## config.mk

```make
export PLATFORM = sky130hd
export DESIGN_NAME = sccb_master_controller_unit
export DESIGN_NICKNAME = d
export VERILOG_FILES = /design/src/design/sccb_pkg.sv /design/src/design/sccb_master_controller_unit.sv /design/src/design/sccb_front.sv /design/src/design/sccb_back.sv
export VERILOG_INCLUDE_DIRS = /design/src /design/src/design
export SDC_FILE = /design/constraint.sdc
export NUM_CORES = 1
export LEC_CHECK = 0
export ABC_AREA = 1
export BUFFER_PORTS_ARGS = -buffer_cell sky130_fd_sc_hd__clkbuf_2
export CORE_MARGIN = 1.5
export CORE_UTILIZATION = 30
export CTS_BUF_LIST = sky130_fd_sc_hd__clkbuf_4
export DETAILED_ROUTE_END_ITERATION = 8
export PLACE_DENSITY = 0.46
export SETUP_SLACK_MARGIN = 0.2
export SLEW_MARGIN = 20
export SYNTH_ARGS = -nofsm -noshare
export SYNTH_HDL_FRONTEND = slang
export SYNTH_SLANG_ARGS = --single-unit
```

## constraint.sdc

```tcl
create_clock -name clk -period 9.3 [get_ports clk]
set_input_delay 2.325 -clock clk [delete_from_list [all_inputs] [get_ports clk]]
set_output_delay 2.325 -clock clk [all_outputs]
set_load 0.01 [all_outputs]
```

## src/design/sccb_master_controller_unit_macros.svh

```systemverilog
// ----------------------------------------------------------------------------
// SCCB master controller assertion macros
// Shared concurrent check forms, clocked on clk, muted while arst_n is low.
// ----------------------------------------------------------------------------
`ifndef SCCB_MASTER_CONTROLLER_UNIT_MACROS_SVH
`define SCCB_MASTER_CONTROLLER_UNIT_MACROS_SVH

// condition that must hold at every edge
`define SCCB_CHECK(lbl, cond, msg) \
	lbl: assert property (@(posedge clk) disable iff (!arst_n) (cond)) else $error(msg);

// consequence that must hold at the edge after the antecedent
`define SCCB_CHECK_NEXT(lbl, ante, cons, msg) \
	lbl: assert property (@(posedge clk) disable iff (!arst_n) (ante) |=> (cons)) \
		else $error(msg);

`endif

```

## src/design/sccb_pkg.sv

```systemverilog
// ----------------------------------------------------------------------------
// sccb_pkg
// Types, codes and sequencing functions of the SCCB master controller.
// ----------------------------------------------------------------------------
`timescale 1ns / 1ps

package sccb_pkg;

	localparam int DELAY_WIDTH_DEF = 16;
	localparam int HBT_WIDTH       = 16;
	localparam logic [HBT_WIDTH-1:0] HBT_RESET = 16'd100;

	// request function codes
	localparam logic [1:0] FUNC_TICK  = 2'd0;
	localparam logic [1:0] FUNC_WRITE = 2'd1;
	localparam logic [1:0] FUNC_READ  = 2'd2;

	// item classes after the front end
	localparam logic [1:0] CLS_TICK  = 2'd0;
	localparam logic [1:0] CLS_WRITE = 2'd1;
	localparam logic [1:0] CLS_READ  = 2'd2;

	// bus operations
	localparam logic [3:0] OP_START  = 4'd0;
	localparam logic [3:0] OP_SADW   = 4'd1;
	localparam logic [3:0] OP_SADR   = 4'd2;
	localparam logic [3:0] OP_SREG   = 4'd3;
	localparam logic [3:0] OP_SDATA  = 4'd4;
	localparam logic [3:0] OP_ACKC   = 4'd5;
	localparam logic [3:0] OP_ACKI   = 4'd6;
	localparam logic [3:0] OP_STOP   = 4'd7;
	localparam logic [3:0] OP_RECV   = 4'd8;
	localparam logic [3:0] OP_NOACK  = 4'd9;
	localparam logic [3:0] OP_FINISH = 4'd10;

	// stop positions in the write and read sequences
	localparam logic [3:0] WR_STOP_POS = 4'd7;
	localparam logic [3:0] RD_STOP_POS = 4'd11;

	// transfer status
	localparam logic [1:0] ST_OK       = 2'd0;
	localparam logic [1:0] ST_BUS_BUSY = 2'd1;
	localparam logic [1:0] ST_START    = 2'd2;
	localparam logic [1:0] ST_NO_ACK   = 2'd3;

	// outcome of one bus action
	localparam logic [1:0] RES_GO   = 2'd0;
	localparam logic [1:0] RES_WAIT = 2'd1;
	localparam logic [1:0] RES_END  = 2'd2;

	typedef struct packed {
		logic [1:0] func;
		logic [6:0] slave_addr;
		logic [7:0] reg_addr;
		logic [7:0] write_data;
		logic       sda_level;
	} in_item_t;

	typedef struct packed {
		logic       scl_out;
		logic       sda_out;
		logic       sda_enable;
		logic       busy_res;
		logic       done_res;
		logic [1:0] status;
		logic [7:0] read_data;
	} out_item_t;

	typedef struct packed {
		logic [1:0] cls;
		logic [6:0] slave_addr;
		logic [7:0] reg_addr;
		logic [7:0] write_data;
		logic       sda_level;
	} q_item_t;

	typedef struct packed {
		logic       running;
		logic [3:0] seq_pos;
		logic [1:0] phase;
		logic [3:0] bit_count;
		logic [7:0] shift_byte;
		logic [6:0] held_slave;
		logic [7:0] held_reg;
		logic [7:0] held_data;
		logic       is_read;
		logic [7:0] last_read;
		logic [1:0] last_status;
		logic       scl;
		logic       sda;
		logic       en;
	} eng_t;

	typedef struct packed {
		eng_t       st;
		logic [1:0] res;
	} act_res_t;

	localparam eng_t ENG_RESET = '{
		running: 1'b0, seq_pos: 4'd0, phase: 2'd0, bit_count: 4'd0,
		shift_byte: 8'd0, held_slave: 7'd0, held_reg: 8'd0, held_data: 8'd0,
		is_read: 1'b0, last_read: 8'd0, last_status: ST_OK,
		scl: 1'b1, sda: 1'b1, en: 1'b1
	};

	function automatic logic [3:0] prog_op(input logic is_read, input logic [3:0] pos);
		logic [3:0] op;
		if (is_read) begin
			unique case (pos)
				4'd0:    op = OP_START;
				4'd1:    op = OP_SADW;
				4'd2:    op = OP_ACKC;
				4'd3:    op = OP_SREG;
				4'd4:    op = OP_ACKI;
				4'd5:    op = OP_STOP;
				4'd6:    op = OP_START;
				4'd7:    op = OP_SADR;
				4'd8:    op = OP_ACKC;
				4'd9:    op = OP_RECV;
				4'd10:   op = OP_NOACK;
				4'd11:   op = OP_STOP;
				default: op = OP_FINISH;
			endcase
		end else begin
			unique case (pos)
				4'd0:    op = OP_START;
				4'd1:    op = OP_SADW;
				4'd2:    op = OP_ACKC;
				4'd3:    op = OP_SREG;
				4'd4:    op = OP_ACKI;
				4'd5:    op = OP_SDATA;
				4'd6:    op = OP_ACKI;
				4'd7:    op = OP_STOP;
				default: op = OP_FINISH;
			endcase
		end
		return op;
	endfunction

	function automatic eng_t go_to(input eng_t s, input logic [3:0] pos);
		eng_t       r;
		logic [3:0] op;
		r           = s;
		r.seq_pos   = pos;
		r.phase     = 2'd0;
		r.bit_count = 4'd0;
		op          = prog_op(s.is_read, pos);
		unique case (op)
			OP_SADW:  r.shift_byte = {s.held_slave, 1'b0};
			OP_SADR:  r.shift_byte = {s.held_slave, 1'b1};
			OP_SREG:  r.shift_byte = s.held_reg;
			OP_SDATA: r.shift_byte = s.held_data;
			default:  r.shift_byte = 8'd0;
		endcase
		return r;
	endfunction

	// one pin action of the current operation
	function automatic act_res_t act(input eng_t s, input logic lvl);
		act_res_t   a;
		eng_t       r;
		logic [3:0] op;
		logic [3:0] nb;
		logic [3:0] nxt_pos;
		r       = s;
		a.res   = RES_WAIT;
		op      = prog_op(s.is_read, s.seq_pos);
		nb      = s.bit_count + 4'd1;
		nxt_pos = s.seq_pos + 4'd1;
		unique case (op)
			OP_START: begin
				if (s.phase == 2'd0) begin
					r.sda = 1'b1; r.en = 1'b1; r.scl = 1'b1; r.phase = 2'd1;
				end else if (s.phase == 2'd1) begin
					r.en = 1'b1;
					if (!lvl) begin
						r.last_status = ST_BUS_BUSY;
						a.res = RES_END;
					end else begin
						r.sda = 1'b0; r.phase = 2'd2;
					end
				end else begin
					r.scl = 1'b0;
					if (lvl) begin
						r.last_status = ST_START;
						a.res = RES_END;
					end else begin
						r = go_to(r, nxt_pos);
						a.res = RES_GO;
					end
				end
			end
			OP_SADW, OP_SADR, OP_SREG, OP_SDATA: begin
				if (s.phase == 2'd0) begin
					r.sda = s.shift_byte[7];
					r.shift_byte = {s.shift_byte[6:0], 1'b0};
					r.phase = 2'd1;
				end else if (s.phase == 2'd1) begin
					r.scl = 1'b1; r.phase = 2'd2;
				end else begin
					r.scl = 1'b0;
					r.bit_count = nb;
					if (nb >= 4'd8) r = go_to(r, nxt_pos);
					else r.phase = 2'd0;
					a.res = RES_GO;
				end
			end
			OP_ACKC, OP_ACKI: begin
				if (s.phase == 2'd0) begin
					r.scl = 1'b0; r.en = 1'b0; r.phase = 2'd1;
				end else if (s.phase == 2'd1) begin
					r.scl = 1'b1; r.phase = 2'd2;
				end else begin
					r.en = 1'b1; r.scl = 1'b0;
					if (op == OP_ACKC && lvl) begin
						r.last_status = ST_NO_ACK;
						r = go_to(r, s.is_read ? RD_STOP_POS : WR_STOP_POS);
					end else begin
						r = go_to(r, nxt_pos);
					end
					a.res = RES_GO;
				end
			end
			OP_STOP: begin
				if (s.phase == 2'd0) begin
					r.scl = 1'b0; r.sda = 1'b0; r.phase = 2'd1;
				end else if (s.phase == 2'd1) begin
					r.scl = 1'b1; r.phase = 2'd2;
				end else begin
					r.sda = 1'b1;
					r = go_to(r, nxt_pos);
				end
			end
			OP_RECV: begin
				if (s.phase == 2'd0) begin
					r.en = 1'b0; r.scl = 1'b0; r.phase = 2'd1;
				end else if (s.phase == 2'd1) begin
					r.scl = 1'b1; r.phase = 2'd2;
				end else begin
					r.shift_byte = {s.shift_byte[6:0], lvl};
					r.bit_count = nb;
					if (nb >= 4'd8) begin
						r.en = 1'b1; r.scl = 1'b0;
						r.last_read = r.shift_byte;
						r = go_to(r, nxt_pos);
					end else begin
						r.phase = 2'd0;
					end
					a.res = RES_GO;
				end
			end
			OP_NOACK: begin
				unique case (s.phase)
					2'd0: begin r.scl = 1'b0; r.phase = 2'd1; end
					2'd1: begin r.sda = 1'b1; r.phase = 2'd2; end
					2'd2: begin r.scl = 1'b1; r.phase = 2'd3; end
					default: begin
						r.scl = 1'b0;
						r = go_to(r, nxt_pos);
					end
				endcase
			end
			default: a.res = RES_END;
		endcase
		a.st = r;
		return a;
	endfunction

endpackage

```

## src/design/sccb_master_controller_unit.sv

```systemverilog
// ----------------------------------------------------------------------------
// sccb_master_controller_unit
// SCCB master for single-register writes and reads, one bus step per item.
// ----------------------------------------------------------------------------
//  channel  | handshake        | payload
//  ---------+------------------+----------------------------------------
//  input    | push / full      | in_item  (func, addresses, data, SDA)
//  result   | pop / empty      | out_item (pins, busy, done, status, byte)
//  config   | cfg_we           | cfg_wdata (ticks per delay interval)
//
//  One item per clock sustained while the result queue has room; a result is on the result
//  ports once its item has passed the front queue and the engine step into the result queue.
//  The engine step (up to two chained pin actions) sets the cycle.
//  Reset clears both queues and returns the pins to SCL high, SDA driven high.
//  A held result stalls the engine only once the result queue is full.
// ----------------------------------------------------------------------------
`timescale 1ns / 1ps

module sccb_master_controller_unit #(
	parameter int DELAY_WIDTH = sccb_pkg::DELAY_WIDTH_DEF
) (
	input  logic                           clk,
	input  logic                           arst_n,
	input  logic                           push,
	output logic                           full,
	input  sccb_pkg::in_item_t             in_item,
	output logic                           empty,
	input  logic                           pop,
	output sccb_pkg::out_item_t            out_item,
	input  logic                           cfg_we,
	input  logic [sccb_pkg::HBT_WIDTH-1:0] cfg_wdata
);
	import sccb_pkg::*;

	logic    q_valid;
	q_item_t q_item;
	logic    q_take;

	sccb_front u_front (
		.clk     (clk),
		.arst_n  (arst_n),
		.push    (push),
		.full    (full),
		.in_item (in_item),
		.q_valid (q_valid),
		.q_item  (q_item),
		.q_take  (q_take)
	);

	sccb_back #(
		.DELAY_WIDTH (DELAY_WIDTH)
	) u_back (
		.clk       (clk),
		.arst_n    (arst_n),
		.cfg_we    (cfg_we),
		.cfg_wdata (cfg_wdata),
		.q_valid   (q_valid),
		.q_item    (q_item),
		.q_take    (q_take),
		.empty     (empty),
		.pop       (pop),
		.out_item  (out_item)
	);

endmodule

```

## src/design/sccb_front.sv

```systemverilog
// ----------------------------------------------------------------------------
// sccb_front
// Takes input items, classifies them as tick, write or read, and holds them
// in a two-entry queue for the bus engine.
// ----------------------------------------------------------------------------
`timescale 1ns / 1ps
`include "sccb_master_controller_unit_macros.svh"

module sccb_front (
	input  logic               clk,
	input  logic               arst_n,
	input  logic               push,
	output logic               full,
	input  sccb_pkg::in_item_t in_item,
	output logic               q_valid,
	output sccb_pkg::q_item_t  q_item,
	input  logic               q_take
);
	import sccb_pkg::*;

	q_item_t    mem_q [2];
	logic       wp_q;
	logic       rp_q;
	logic [1:0] cnt_q;
	q_item_t    cls_item;
	logic       acc;
	logic       take;

	always_comb begin
		cls_item.slave_addr = in_item.slave_addr;
		cls_item.reg_addr   = in_item.reg_addr;
		cls_item.write_data = in_item.write_data;
		cls_item.sda_level  = in_item.sda_level;
		unique case (in_item.func)
			FUNC_WRITE: cls_item.cls = CLS_WRITE;
			FUNC_READ:  cls_item.cls = CLS_READ;
			default:    cls_item.cls = CLS_TICK;
		endcase
	end

	assign full    = (cnt_q == 2'd2);
	assign q_valid = (cnt_q != 2'd0);
	assign q_item  = mem_q[rp_q];
	assign acc     = push && !full;
	assign take    = q_take && q_valid;

	always_ff @(posedge clk) begin
		if (acc) mem_q[wp_q] <= cls_item;
	end

	always_ff @(posedge clk or negedge arst_n) begin
		if (!arst_n) begin
			wp_q  <= 1'b0;
			rp_q  <= 1'b0;
			cnt_q <= 2'd0;
		end else begin
			if (acc) wp_q <= !wp_q;
			if (take) rp_q <= !rp_q;
			if (acc && !take) cnt_q <= cnt_q + 2'd1;
			else if (take && !acc) cnt_q <= cnt_q - 2'd1;
		end
	end

	`SCCB_CHECK(a_front_cnt_max, cnt_q <= 2'd2, "front queue count out of range")
	`SCCB_CHECK_NEXT(a_front_fill, acc && !take, cnt_q == $past(cnt_q) + 2'd1, "front fill lost")
	`SCCB_CHECK_NEXT(a_front_drain, take && !acc, cnt_q == $past(cnt_q) - 2'd1, "front drain lost")

endmodule

```

## src/design/sccb_back.sv

```systemverilog
// ----------------------------------------------------------------------------
// sccb_back
// Bus engine: runs one timing step per queued item, drives the pin levels
// and pushes one result item per step into a two-entry result queue.
// ----------------------------------------------------------------------------
`timescale 1ns / 1ps
`include "sccb_master_controller_unit_macros.svh"

module sccb_back #(
	parameter int DELAY_WIDTH = sccb_pkg::DELAY_WIDTH_DEF
) (
	input  logic                               clk,
	input  logic                               arst_n,
	input  logic                               cfg_we,
	input  logic [sccb_pkg::HBT_WIDTH-1:0]     cfg_wdata,
	input  logic                               q_valid,
	input  sccb_pkg::q_item_t                  q_item,
	output logic                               q_take,
	output logic                               empty,
	input  logic                               pop,
	output sccb_pkg::out_item_t                out_item
);
	import sccb_pkg::*;

	localparam int CMP_W = (DELAY_WIDTH > HBT_WIDTH) ? DELAY_WIDTH : HBT_WIDTH;

	logic [HBT_WIDTH-1:0]   hbt_q;
	eng_t                   eng_q;
	logic [DELAY_WIDTH-1:0] tick_q;

	eng_t                   pre;
	eng_t                   nxt;
	logic [DELAY_WIDTH-1:0] tick_pre;
	logic [DELAY_WIDTH-1:0] tick_d;
	logic [DELAY_WIDTH-1:0] wait_val;
	logic [HBT_WIDTH-1:0]   dly;
	logic [CMP_W-1:0]       dly_ext;
	logic [CMP_W-1:0]       mask_ext;
	logic                   run;
	logic                   done_c;
	act_res_t               a1;
	act_res_t               a2;
	logic                   fire;
	out_item_t              res_item;

	out_item_t              mem_q [2];
	logic                   wp_q;
	logic                   rp_q;
	logic [1:0]             cnt_q;
	logic                   res_room;
	logic                   res_take;

	always_ff @(posedge clk or negedge arst_n) begin
		if (!arst_n) hbt_q <= HBT_RESET;
		else if (cfg_we) hbt_q <= cfg_wdata;
	end

	// interval reload: a zero register acts as one, long delays saturate
	always_comb begin
		dly      = (hbt_q == '0) ? '0 : hbt_q - 1'b1;
		dly_ext  = CMP_W'(dly);
		mask_ext = CMP_W'({DELAY_WIDTH{1'b1}});
		if (dly_ext > mask_ext) wait_val = mask_ext[DELAY_WIDTH-1:0];
		else wait_val = dly_ext[DELAY_WIDTH-1:0];
	end

	always_comb begin
		pre      = eng_q;
		tick_pre = tick_q;
		run      = 1'b0;
		if (!eng_q.running && (q_item.cls == CLS_WRITE || q_item.cls == CLS_READ)) begin
			pre.held_slave  = q_item.slave_addr;
			pre.held_reg    = q_item.reg_addr;
			pre.held_data   = q_item.write_data;
			pre.is_read     = (q_item.cls == CLS_READ);
			pre.last_status = ST_OK;
			pre.running     = 1'b1;
			tick_pre        = '0;
			pre             = go_to(pre, 4'd0);
			run             = 1'b1;
		end else if (eng_q.running) begin
			if (tick_q != '0) tick_pre = tick_q - 1'b1;
			else run = 1'b1;
		end
	end

	// at most two actions per tick: the last action of a bit or an operation, then
	// the first action of the next bit or operation, which always waits
	assign a1 = act(pre, q_item.sda_level);
	assign a2 = act(a1.st, q_item.sda_level);

	always_comb begin
		nxt    = pre;
		tick_d = tick_pre;
		done_c = 1'b0;
		if (run) begin
			unique case (a1.res)
				RES_WAIT: begin
					nxt    = a1.st;
					tick_d = wait_val;
				end
				RES_END: begin
					nxt         = a1.st;
					nxt.running = 1'b0;
					nxt.phase   = 2'd0;
					tick_d      = '0;
					done_c      = 1'b1;
				end
				default: begin
					nxt = a2.st;
					unique case (a2.res)
						RES_WAIT: tick_d = wait_val;
						RES_END: begin
							nxt.running = 1'b0;
							nxt.phase   = 2'd0;
							tick_d      = '0;
							done_c      = 1'b1;
						end
						default: ;
					endcase
				end
			endcase
		end
	end

	always_comb begin
		res_item.scl_out    = nxt.scl;
		res_item.sda_out    = nxt.sda;
		res_item.sda_enable = nxt.en;
		res_item.busy_res   = nxt.running;
		res_item.done_res   = done_c;
		res_item.status     = nxt.last_status;
		res_item.read_data  = nxt.last_read;
	end

	assign res_take = pop && (cnt_q != 2'd0);
	assign res_room = (cnt_q != 2'd2) || res_take;
	assign fire     = q_valid && res_room;
	assign q_take   = fire;
	assign empty    = (cnt_q == 2'd0);
	assign out_item = mem_q[rp_q];

	always_ff @(posedge clk or negedge arst_n) begin
		if (!arst_n) begin
			eng_q  <= ENG_RESET;
			tick_q <= '0;
		end else if (fire) begin
			eng_q  <= nxt;
			tick_q <= tick_d;
		end
	end

	always_ff @(posedge clk) begin
		if (fire) mem_q[wp_q] <= res_item;
	end

	always_ff @(posedge clk or negedge arst_n) begin
		if (!arst_n) begin
			wp_q  <= 1'b0;
			rp_q  <= 1'b0;
			cnt_q <= 2'd0;
		end else begin
			if (fire) wp_q <= !wp_q;
			if (res_take) rp_q <= !rp_q;
			if (fire && !res_take) cnt_q <= cnt_q + 2'd1;
			else if (res_take && !fire) cnt_q <= cnt_q - 2'd1;
		end
	end

	`SCCB_CHECK(a_back_cnt_max, cnt_q <= 2'd2, "result queue count out of range")
	`SCCB_CHECK(a_back_idle_tick, eng_q.running || tick_q == '0, "idle engine holds a delay")
	`SCCB_CHECK_NEXT(a_back_done_idle, fire && done_c, !eng_q.running, "engine busy after done")
	`SCCB_CHECK_NEXT(a_back_res_seen, fire, cnt_q != 2'd0, "result item lost")

endmodule
```

# Word level (Yosys, flattened, before mapping)
# Memory sizes are Yosys's and may differ from the RTL's.
# Index checks and enable logic that the tools add are counted.
# word_totals
romBits	1408
register_bits	96
out_inout_bits	17
n_memories	34
ram_bits	82
# mem_list
name	words	word_bits	read_ports	rd_ports_with_merged_regs	wr	line	text
(name not given)	16	4	1	0	0	sccb_pkg.sv:109	unique case (pos)
(name not given)	16	4	1	0	0	sccb_pkg.sv:109	
(name not given)	16	4	1	0	0	sccb_pkg.sv:109	
(name not given)	16	4	1	0	0	sccb_pkg.sv:109	
(name not given)	16	4	1	0	0	sccb_pkg.sv:109	
(name not given)	16	4	1	0	0	sccb_pkg.sv:109	
28 more memories	--	--	--	--	--	--	
# op_classes
add_sub_neg	10
order_cmp	3
eq_ne	92
n_reduce_logical	44
n_mux	266
# op_table
operator	n
46-bit two-way mux	18
55-bit one-hot mux with 6 select lines	2
8-bit one-hot mux with 4 select lines	15
4-bit two-way mux	107
49-bit two-way mux	4
4-bit by 2-bit equality test with 1-bit output (second input constant)	34
56-bit two-way mux	2
56-bit one-hot mux with 2 select lines	1
55-bit two-way mux	2
50-bit two-way mux	2
16-bit two-way mux	6
4-bit by 3-bit equality test with 1-bit output (second input constant)	23
2-bit two-way mux	44
44-bit two-way mux	2
35-bit two-way mux	2
4-bit by 1-bit equality test with 1-bit output (second input constant)	17
16-bit one-hot mux with 2 select lines	2
1-bit two-way mux	45
16-bit by 1-bit subtractor with 16-bit output (second input constant)	2
2-bit one-hot mux with 3 select lines	4
4-bit by 1-bit adder with 4-bit output (second input constant)	4
4-bit equality test (second input constant)	4
16-bit greater-than comparator (second input constant)	1
16-bit zero test	1
21 further kinds	71

# Logic depth before layout (Yosys ltp)
# Gate-level depths: netlist of run 1.
# An unclocked memory read counts as a cell.
# logic_depth
ltp_word	41
mapped_depth	50
mapped_depth_nobuf	45

# By module
# From an unflattened synthesis of run 1, not the netlist that was laid out.
# hier_totals
cells_unflattened	1968
area_unflattened_um2	13845.8
# by_module_without_submodules
mod	area_per_inst_um2	instances	cells_each	seq_area_each_um2
sccb_back	11644.9	1	1797	3210.6
sccb_front	2200.9	1	171	1661.6

# Least setup slack after synthesis of run 1
# OpenSTA, ideal clock, no wires.
# synth_path
kind	register to register
start	register u_front.rp_q
end	register u_back.tick_q[11]
path_stages_with_launch	43
slack_ps	2190
synth_period_minus_slack_ps	7110
arrival_time_ps	7033
cell_sequence	dfrtp_1 buf_2 clkinv_1 clkbuf_1 nand2_1 nand2_1 ha_1 nor2_2 buf_4 clkbuf_1 clkbuf_1 nor2_1 ha_1 clkbuf_1 nor2_1 inv_2 nor2_1 buf_2 (+7 left out) nor2_1 nand2_1 nand2_1 inv_2 nand2_1 buf_4 nand3_1 a211oi_1 o21a_1 ha_1 inv_1 nand3_1 a21oi_1 nand2_1 inv_1 clkbuf_1 a21oi_1 a21oi_1
# synth_via
elab_chain_len	24
elab_cells_between_ends	106
# synth_lines
item	line	text
start, declared	sccb_front.sv:23	logic rp_q;
start signal, assigned	sccb_front.sv:58	if (take) rp_q <= !rp_q;
memory 2 x 26 bit (*)	--	
2-bit by 1-bit equality test with 1-bit output / 2-bit equality test (equally long branches)	sccb_back.sv:71, sccb_back.sv:75	
1-bit logical OR	sccb_back.sv:71	if (!eng_q.running && (q_item.cls == CLS_WRITE || q_item.cls == CLS_READ)) begin
1-bit logical AND	sccb_back.sv:71	
56-bit two-way mux	sccb_back.sv:71	
memory 8 x 3 bit	--	
4-bit two-way mux	sccb_pkg.sv:125	unique case (pos)
4-bit two-way mux	sccb_pkg.sv:108	if (is_read) begin
(+8 left out)	--	
4-bit two-way mux	sccb_pkg.sv:108	
4-bit by 1-bit equality test with 1-bit output (tied with other cells)	sccb_pkg.sv:170	unique case (op)
7-bit OR reduction (no source line) / 2-bit OR reduction (equally long branches)	--	
2-bit one-hot mux with 3 select lines	sccb_pkg.sv:170	
2-bit equality test / 2-bit by 1-bit equality test with 1-bit output (equally long branches)	sccb_back.sv:111	unique case (a2.res)
16-bit one-hot mux with 2 select lines	sccb_back.sv:111	
16-bit one-hot mux with 2 select lines	sccb_back.sv:97	unique case (a1.res)
16-bit two-way mux (*)	sccb_back.sv:96	if (run) begin
end signal, assigned	sccb_back.sv:149	tick_q <= tick_d;
end, declared	sccb_back.sv:29	logic [DELAY_WIDTH-1:0] tick_q;
# Every way passes the cells marked *; elsewhere a longest branch is shown, timed or not.
# A chain may end at the register's enable or synchronous reset.

# Worst setup path after layout of run 1
# layout_path
start	register u_front.rp_q
end	register u_back.tick_q[7]
# Same word-level chain as after synthesis.

==> metrics.cfg, run 1 <==
[global_route]
track_usage=0.2138
grt_max_degree=73
grt.overflow.total=0
grt_pass1_vias=13270
antenna_found_initial=2
grt_pass1_wl_mm=77.70

[hold_path]
hold_path.class=reg -> reg
hp-start=u_back.cnt_q[0]

[job]
drv_cap=0

[routing]
drt_iter0_drc=1089
drc=0
routedWlPerCell_um=18.61
drtPass1Iterations=5
vias=13820
drtAntennaViolNets=0
via_per_inst=5.138
routed_wl_mm=50.05

[synthesis]
yosysTopAreaCell=edfxtp_1
yosys_warnings=0
synth_enable_flop_cells=82
synthDistinctLibCells=60
synth_ff_type=dfrtp_1
syn_avg_cell_area_sq_um=6.797
yosysSeqAreaShare=0.3512
ys_top_cells_by_count=nand2_1 (573), inv_1 (227), o21ai_0 (195), nor2_1 (192), nand3_1 (106)
synth_area_leaders=edfxtp_1 (18%), dfrtp_1 (16%), nand2_1 (16%)
ys_seq_elements=178
synth_most_common_cell=nand2_1
syn_inst=2041
netlist_area_sq_um=13870
async_reset_ff_frac=0.5393
synth.net_count=2124
synth.top_cell.area_share=0.1775

[setup_path]
crit_type=reg -> reg
cp.required_ns=9.91
end_kind=register
crit_fanout=16
start_kind=register
path_buf_inv=11
cp_slowest_stage_delay_ns=0.43
slowest_stage=dfrtp_1
rr_startpoint=u_front.rp_q
arrival_ns=8.43
crit_path_start=u_front.rp_q
path_common_cell=nand2_1
path_delay_family=simple AND/OR/NAND/NOR gates

[finish]
area_growth_pct=8.929
final_nets=2157
final_layout_size_suffix_gt1_frac=0.1231
finalInstanceArea_sq_um=15110
final_core_util=0.3323

[timing]
fin_skew_ns=0.04811
fin_crit_sh=0.8404
finalHoldViolCount=0
period_minus_slack_ns=7.815
slew_viol_final=0
setup_violations=0
setup-tns-final_ns=0
max_freq_mhz=128.0
max-slew-margin-rel=0.2707
timing.final.ws_setup_ns=1.485
rsz0062_at_grt=false
worst_slew_pin_slew_ns=1.087

[placed_design]
dp_slack_ns=1.568
dp_hpwl_mm=37.16
port_buffers=63
place_congestion=0.9649
place_area_sq_um=14840

[clock_tree]
insertion_delay_ns=0.68
post_cts_buffers=0
numClockSinks=178
hold_buffers=0
cts_buffer_depth=2
clockRootBuffer=clkbuf_4
cts_tree=done
post_cts_resized=0
cts_buffers=17
cts-htree-levels=4
path_clk_slew_ns=0.18

[floorplanning]
die_y_um=218.0
die_x_um=218.0
core-area_sq_um=45480
io_pins=64
initial_core_util=0.3050
die-area_sq_um=47540
rows=78

[status]
status=finished, final reports clean

-- per-layer routing --
layer / GRT usage / part of all wire
met1: 0.2917 / 0.47
met2: 0.3428 / 0.45
met3: 0.02901 / 0.045
met4: 0.08000 / 0.030
met5: 0 / 0
-- layout make-up --
| cell class | instances | area [sq um] |
|---|---|---|
| antenna | 3 | 7.507 |
| fill | 5049 | 30370 |
| clock inverter | 13 | 125.1 |
| tap | 600 | 750.7 |
| timing repair buffer | 97 | 573.1 |
| inverter | 268 | 1011 |
| clock buffer | 19 | 142.6 |
| sequential | 178 | 4872 |
| multi-input combinational | 1512 | 7629 |
-- state kept, by name, summed over array words and instances (netlist names), 2 cells and up --
name and flops:
u_back.eng_q 56, u_front.mem_q 52, u_back.mem_q 30, u_back.hbt_q 16, u_back.tick_q 16, u_back.cnt_q 2, u_front.cnt_q 2
-- stage by stage --
stage,std cells,hold WS [ns]
after floorplan,2041,0.4492
after global placement,2655,0.4955
after detailed placement,2655,0.4856
after CTS,2687,0.5313
after global routing,2690,0.5530
final,2690,0.5265
-- cell usage in the layout (no fill, tap or decap), drive strengths merged, types with 3 or more instances in the layout --
cell type,n
dfstp,6
or2,3
nor4,5
ha,36
a22oi,16
o21a,6
a211oi,4
xor2,24
a221oi,6
a21boi,4
buf,35
nor2,211
diode,3
clkbuf,81
dfrtp,90
nand3b,4
nor3,16
inv,270
o211ai,17
mux2,3
nand2,607
clkinv,8
nand4,30
xnor2,7
o21ai,223
nand3,112
a31oi,6
o22ai,44
edfxtp,82
a21oi,113
-- cells by family after synthesis --
kind of cell / synth area share
multiplexers: 0.003157
flip-flops: 0.3512
AND/OR/NAND/NOR: 0.3094
buffers and inverters: 0.09958
AO/OA/AOI/OAI: 0.1846
XOR/XNOR: 0.01957
adder cells (fa/ha/maj): 0.03247
-- worst register-to-register path, delay by kind of cell (launching register included) --
kind | cells | cell delay [ns]
buffers and inverters | 11 | 1.39
AO/OA/AOI/OAI | 7 | 1.49
AND/OR/NAND/NOR | 18 | 3.13
adder cells (fa/ha/maj) | 4 | 1.34
flip-flops | 1 | 0.43
-- final timing paths --
| path | to | slack, ns | cells after the start |
|---|---|---|---|
| max | u_back.tick_q[7] | 1.48 | 40 |
| min | u_back.cnt_q[0] | 0.53 | 1 |
| max reg2reg | u_back.tick_q[7] | 1.48 | 40 |
| min reg2reg | u_back.cnt_q[0] | 0.53 | 1 |
| max in group asynchronous | u_back.hbt_q[4] | 6.40 | 2 |
| min in group asynchronous | u_back.eng_q[6] | 1.65 | 1 |
Power of run 1 is not shown: default switching activity piles up to over one toggle a cycle in this logic, so the estimate is an artifact.
==> run 2, diff against run 1 <==
Settings changed: ABC_AREA 1 to 0.
Clock period 9.3 ns to 7.9 ns, I/O delays scaled along.
==> run 2 against run 1 <==
Net effect: routed wire length is 11% lower; clock skew is 0.015 ns lower; first-iteration DRC count is 2.4% higher; critical endpoint is now u_back.tick_q[2].
==> metrics.cfg, run 2 <==
[floorplanning]
initial_core_util=0.3068  ; +0.001739
core-area_sq_um=41110  ; -9.6%
rows=74  ; -5.1%
die_x_um=208.0  ; -4.6%
die-area_sq_um=43270  ; -9.0%
die_y_um=208.0  ; -4.6%
io_pins=64  ; unchanged

[global_route]
antenna_found_initial=1  ; -1
grt_pass1_wl_mm=68.63  ; -12%
use_met3=0.03230  ; +0.003292
grt_util_met2=0.3337  ; -0.009032
top_usage_layer=met2
grt_max_degree=70  ; -4.1%
grt.overflow.total=0  ; unchanged
grt_pass1_vias=11100  ; -16%
track_usage=0.2055  ; -0.008380
grt_use_met1=0.2822  ; -0.009487

[timing]
setup-tns-final_ns=0  ; unchanged
worst_slew_pin_slew_ns=1.031  ; -0.05579 ns
setup_violations=0  ; unchanged
fin_crit_sh=0.9172  ; +0.07684
finalHoldViolCount=0  ; unchanged
max-slew-margin-rel=0.3095  ; +0.03885
max_freq_mhz=138.0  ; +7.9%
period_minus_slack_ns=7.246  ; -0.5695 ns
slew_viol_final=0  ; unchanged
fin_skew_ns=0.03285  ; -0.01526 ns
rsz0062_at_grt=false

[synthesis]
yosysTopAreaCell=edfxtp_1
async_reset_ff_frac=0.5393  ; unchanged
synth.net_count=1538  ; -28%
ys_seq_elements=178  ; unchanged
synth_area_leaders=edfxtp_1 (20%), dfrtp_1 (18%), a21oi_1 (5.1%)
yosysSeqAreaShare=0.3863  ; +0.03513
synth.top_cell.area_share=0.1953  ; +0.01775
synth.area.mux_share=0.06608  ; +0.06292
yosys.area_share.adder=0.03572  ; +0.003247
netlist_area_sq_um=12610  ; -9.1%
synth_ff_type=dfrtp_1
ys_top_cells_by_count=nand2_1 (157), nor2_1 (157), a21oi_1 (128), o21ai_0 (124), dfrtp_1 (90)
synthDistinctLibCells=86  ; +43%
syn_inst=1455  ; -29%
synth_top_family_by_area=compound AO/OA/AOI/OAI gates
synth_xor_xnor_area_share=0.02431  ; +0.004735
synth_compound_area_frac=0.2784  ; +0.09377
syn_avg_cell_area_sq_um=8.667  ; +28%
synth_enable_flop_cells=82  ; unchanged
yosys_warnings=0  ; unchanged
yosys.area_share.simple=0.1686  ; -0.1408

[setup_path]
arrival_ns=7.82  ; -0.61 ns
slowest_stage=or3_1
end_kind=register
crit_type=reg -> reg
crit_fanout=16  ; unchanged
start_kind=register
rr_startpoint=u_front.rp_q
cp.required_ns=8.47  ; -1.44 ns
crit_path_start=u_front.rp_q
cp_slowest_stage_delay_ns=0.51  ; +0.08 ns
path_common_cell=nand2_1

[job]
drv_cap=0  ; unchanged

[clock_tree]
path_clk_slew_ns=0.14  ; -0.04 ns
cts-htree-levels=4  ; unchanged
clockRootBuffer=clkbuf_4
numClockSinks=178  ; unchanged
cts_buffer_depth=2  ; unchanged
insertion_delay_ns=0.64  ; -0.04 ns
cts_tree=done
cts_buffers=17  ; unchanged
post_cts_buffers=0  ; unchanged

[finish]
area_growth_pct=11.31
final.fill_count=4345  ; -14%
reg_top3=u_back.eng_q (56), u_front.mem_q (52), u_back.mem_q (30)
final_cell_mix=nor2_1 (155), nand2_1 (155), a21oi_1 (128)
largest-register=u_back.eng_q
final_layout_size_suffix_gt1_frac=0.1517  ; +0.02857
largest_register_ff_count=56  ; unchanged
final_nets=1586  ; -26%

[routing]
routedWlPerCell_um=21.86  ; +17%
via_per_inst=5.779  ; +12%
routed_wl_mm=44.79  ; -11%
drc=0  ; unchanged
drtAntennaViolNets=0  ; unchanged
vias=11840  ; -14%
drt_iter0_drc=1115  ; +2.4%
drtPass1Iterations=6  ; +1

[status]
status=finished, final reports clean

[placed_design]
port_buffers=63  ; unchanged
place_congestion=0.9266  ; -4.0%
dp_hpwl_mm=33.67  ; -9.4%

[hold_path]
hold_path.class=reg -> reg
hp-start=u_back.eng_q[36]

==> run 2: cell count changes in the layout (fill, tap and decap cells not counted), moves of 18 or more <==
cell and delta:
a21oi_1 +25, inv_1 -189, inv_2 -32, mux2_2 +35
mux2i_1 +37, nand2_1 -418, nand2_2 -21, nand3_1 -74
nand4_1 -19, nor2_1 -35, nor3_1 +18, o21ai_0 -72
==> run 2: final timing paths <==
check / end / cells past startpoint / slack [ns]
max: u_back.tick_q[2] / 30 / 0.65
min: u_back.eng_q[36] / 2 / 0.50
max reg2reg: u_back.tick_q[2] / 30 / 0.65
min reg2reg: u_back.eng_q[36] / 2 / 0.50
max in group asynchronous: u_back.eng_q[53] / 2 / 5.32
min in group asynchronous: u_back.eng_q[30] / 1 / 1.26
==> run 2: area by class of cell <==
cell class,instances,area [sq um],share of cell area
inverter,42,157.7,0.01123
clock buffer,21,157.7,0.01123
clock inverter,11,163.9,0.01168
tap,532,665.6,0.04742
timing repair buffer,114,700.7,0.04992
sequential,178,4872,0.3471
multi-input combinational,1150,7317,0.5213
antenna,1,2.502,0.0001783
==> run 2: stage by stage <==
step / hold slack [ns] / setup WS (ns) / utilization / cells / area [sq um]
floorplan: 0.4502 / 0.2458 / - / 1455 / 12610
global placement: 0.4629 / 0.3186 / 0.3321 / 2016 / 13650
detailed placement: 0.4710 / 0.1996 / 0.3321 / 2016 / 13650
CTS: 0.5013 / 0.3477 / 0.3400 / 2048 / 13980
global route: 0.5188 / 0.2198 / 0.3415 / 2049 / 14040
finish: 0.4970 / 0.6542 / 0.3415 / 2049 / 14040
==> run 2: critical path: cells and delay by family (launching register included) <==
kind,cells,cell delay [ns]
AO/OA/AOI/OAI,5,1.19
flip-flops,1,0.41
adder cells (fa/ha/maj),4,1.35
AND/OR/NAND/NOR,17,3.42
multiplexers,1,0.35
buffers and inverters,3,0.46
==> run 2: logic make-up (layout without fill, tap and decap cells) <==
logic type	count (synthesis)	count (layout)
compound gates	526	526
xor+xnor	35	35
fa+ha+maj	36	36
buf+inv	127	188
flops	178	178
mux	78	78
other cells	0	1
simple gates	475	475
==> run 2: timing repair <==
item | in CTS | in global routing
setup endpoints to repair | 2 | 17
gates resized for setup | 1 | 13
hold buffers | 0 | 0
endpoints found under the hold margin | 0 | 0
==> run 2: per-layer routing <==
metal | vias to the layer above | wire, um
met4 | 0 | 896
met2 | 444 | 20710
met5 | - | 0
met1 | 5782 | 20730
li1 | 5558 | -
met3 | 58 | 2448
Power of run 2 is left out for the same reason.
==> run 3, diff against run 2 <==
Settings changed: BUFFER_PORTS_ARGS -buffer_cell sky130_fd_sc_hd__clkbuf_2 to -buffer_cell sky130_fd_sc_hd__buf_2, GPL_ROUTABILITY_DRIVEN from default to 0, GPL_TIMING_DRIVEN from default to 0.
==> run 3 against run 2 <==
Net effect: count of clock-buffer cells in the layout decreased by 2; sequential share of layout area decreased by 1.4 points; cell area grew 4.2%; critical path depth up 5.
==> metrics.cfg, run 3 (synthesis results as in run 2) <==
[routing]
routed_wl_mm=47.19  ; +5.4%
drtAntennaViolNets=0  ; unchanged
drt_iter0_drc=1234  ; +11%
drc=0  ; unchanged
routedWlPerCell_um=22.33  ; +2.2%
vias=12480  ; +5.4%
via_per_inst=5.908  ; +2.2%
drtPass1Iterations=7  ; +1

[setup_path]
worstRegToRegCells=35  ; +17%
rr_startpoint=u_front.rp_q
r2r_slack_ns=0.40  ; -0.26 ns
cp_slowest_stage_delay_ns=0.49  ; -0.02 ns
start_kind=register
arrival_ns=8.10  ; +0.28 ns
reg2reg_to=u_back.tick_q[9]
cp.required_ns=8.50  ; +0.03 ns
slowest_stage=a2111o_1
crit_fanout=10  ; -6
end_kind=register
crit_type=reg -> reg

[floorplanning]
die_y_um=208.0  ; unchanged
die-area_sq_um=43270  ; unchanged
core-area_sq_um=41110  ; unchanged
initial_core_util=0.3068  ; unchanged
io_pins=64  ; unchanged
rows=74  ; unchanged
die_x_um=208.0  ; unchanged

[finish]
final_layout_size_suffix_gt1_frac=0.1811  ; +0.02941
layout_commonest_cell=nand2_1
area_growth_pct=16.00
final_nets=1649  ; +4.0%
largest_register_ff_count=56  ; unchanged
reg_top3=u_back.eng_q (56), u_front.mem_q (52), u_back.mem_q (30)
finalInstanceArea_sq_um=14630  ; +4.2%
final_core_util=0.3559  ; +0.01440
final_cell_mix=nand2_1 (150), nor2_1 (147), a21oi_1 (123)
largest-register=u_back.eng_q

[global_route]
antenna_found_initial=1  ; unchanged
grt.overflow.total=0  ; unchanged
grt_max_degree=63  ; -10%
track_usage=0.2152  ; +0.009725
grt_pass1_wl_mm=71.85  ; +4.7%
grt_pass1_vias=11660  ; +5.1%

[timing]
rsz0062_at_grt=true
setup-tns-final_ns=0  ; unchanged
max_freq_mhz=133.3  ; -3.4%
period_minus_slack_ns=7.502  ; +0.2566 ns
setup_violations=0  ; unchanged
finalHoldViolCount=0  ; unchanged
worst_slew_pin_slew_ns=1.081  ; +0.05022 ns
slew_viol_final=0  ; unchanged
fin_crit_sh=0.9497  ; +0.03248
timing.final.ws_setup_ns=0.3976  ; -0.2566 ns
max-slew-margin-rel=0.2737  ; -0.03582
fin_skew_ns=0.02523  ; -0.007627 ns

[hold_path]
hold_path_end=u_back.eng_q[35]
hold_path.class=reg -> reg
holdPathStages=2  ; unchanged
hp-start=u_back.eng_q[35]

[clock_tree]
clockRootBuffer=clkbuf_4
cts_buffers=17  ; unchanged
cts-htree-levels=4  ; unchanged
hold_buffers=0  ; unchanged
cts_buffer_depth=2  ; unchanged
numClockSinks=178  ; unchanged
path_clk_slew_ns=0.15  ; about the same
cts_tree=done
insertion_delay_ns=0.65  ; about the same

[job]
drv_cap=0  ; unchanged

[placed_design]
dp_slack_ns=-2.545  ; -2.745 ns
port_buffers=62  ; -1.6%
place_area_sq_um=13670  ; +0.12%
dp_hpwl_mm=35.23  ; +4.7%

[status]
status=finished, final reports clean

-- run 3: changes by cell type in the layout (fill, tap and decap cells not counted), moves of 5 or more --
cell,previous run,this run
buf_12,0,5
nand2_1,155,150
o21ai_0,123,117
nor2_1,155,147
clkbuf_2,62,8
buf_1,0,7
buf_4,52,31
a21oi_2,0,5
buf_6,0,5
buf_2,0,69
a21oi_1,128,123
clkbuf_1,0,45
-- run 3: worst max path at each step --
| stage | from | endpoint | slack (ns) | cells after the start |
|---|---|---|---|---|
| 3_5_place_dp | u_front.rp_q | u_back.tick_q[3] | -2.55 | 30 |
| 5_1_grt | u_front.rp_q | u_back.tick_q[2] | 0.11 | 38 |
| 2_1_floorplan | u_front.rp_q | u_back.tick_q[14] | 0.25 | 36 |
| 6_report | u_front.rp_q | u_back.tick_q[9] | 0.40 | 35 |
| 4_1_cts | u_front.rp_q | u_back.tick_q[2] | 0.20 | 34 |
| 3_3_place_gp | u_front.rp_q | u_back.tick_q[3] | -2.59 | 30 |
-- run 3: cell type report --
type	count	area, sq um
Antenna cell	2	5.005
Sequential cell	178	4872
Tap cell	532	665.6
Clock inverter	13	131.4
Buffer	84	460.4
Clock buffer	19	142.6
Timing Repair Buffer	93	595.6
Multi-Input combinational cell	1150	7599
Inverter	42	157.7
Fill cell	4314	26480
-- run 3: worst max-delay path, delay by kind of cell, from the launching register on --
family,cells,cell delay (ns)
mux,1,0.34
xor+xnor,1,0.19
simple gates,9,1.69
fa+ha+maj,4,1.00
buf+inv,10,1.58
compound gates,10,2.24
flops,1,0.40
-- run 3: per-stage QoR --
| step | hold slack, ns | cells |
|---|---|---|
| 2_1_floorplan | 0.4502 | 1455 |
| 3_3_place_gp | 0.4630 | 2049 |
| 3_5_place_dp | 0.4703 | 2052 |
| 4_1_cts | 0.5009 | 2093 |
| 5_1_grt | 0.5221 | 2113 |
| 6_report | 0.4971 | 2113 |
-- run 3: routing by layer --
layer / vias up / routed length (um) / GRT usage
met5: - / 0 / 0
met4: 0 / 2271 / 0.09741
met3: 117 / 3231 / 0.03985
met2: 587 / 20900 / 0.3361
met1: 6071 / 20780 / 0.2888
li1: 5708 / - / -
-- run 3: repair_timing --
action	in CTS	in global routing
gates resized for setup	77	48
pin swaps	7	13
gates cloned	1	0
setup endpoints to repair	78	57
buffers inserted	9	18
Power of run 3 is left out for the same reason.
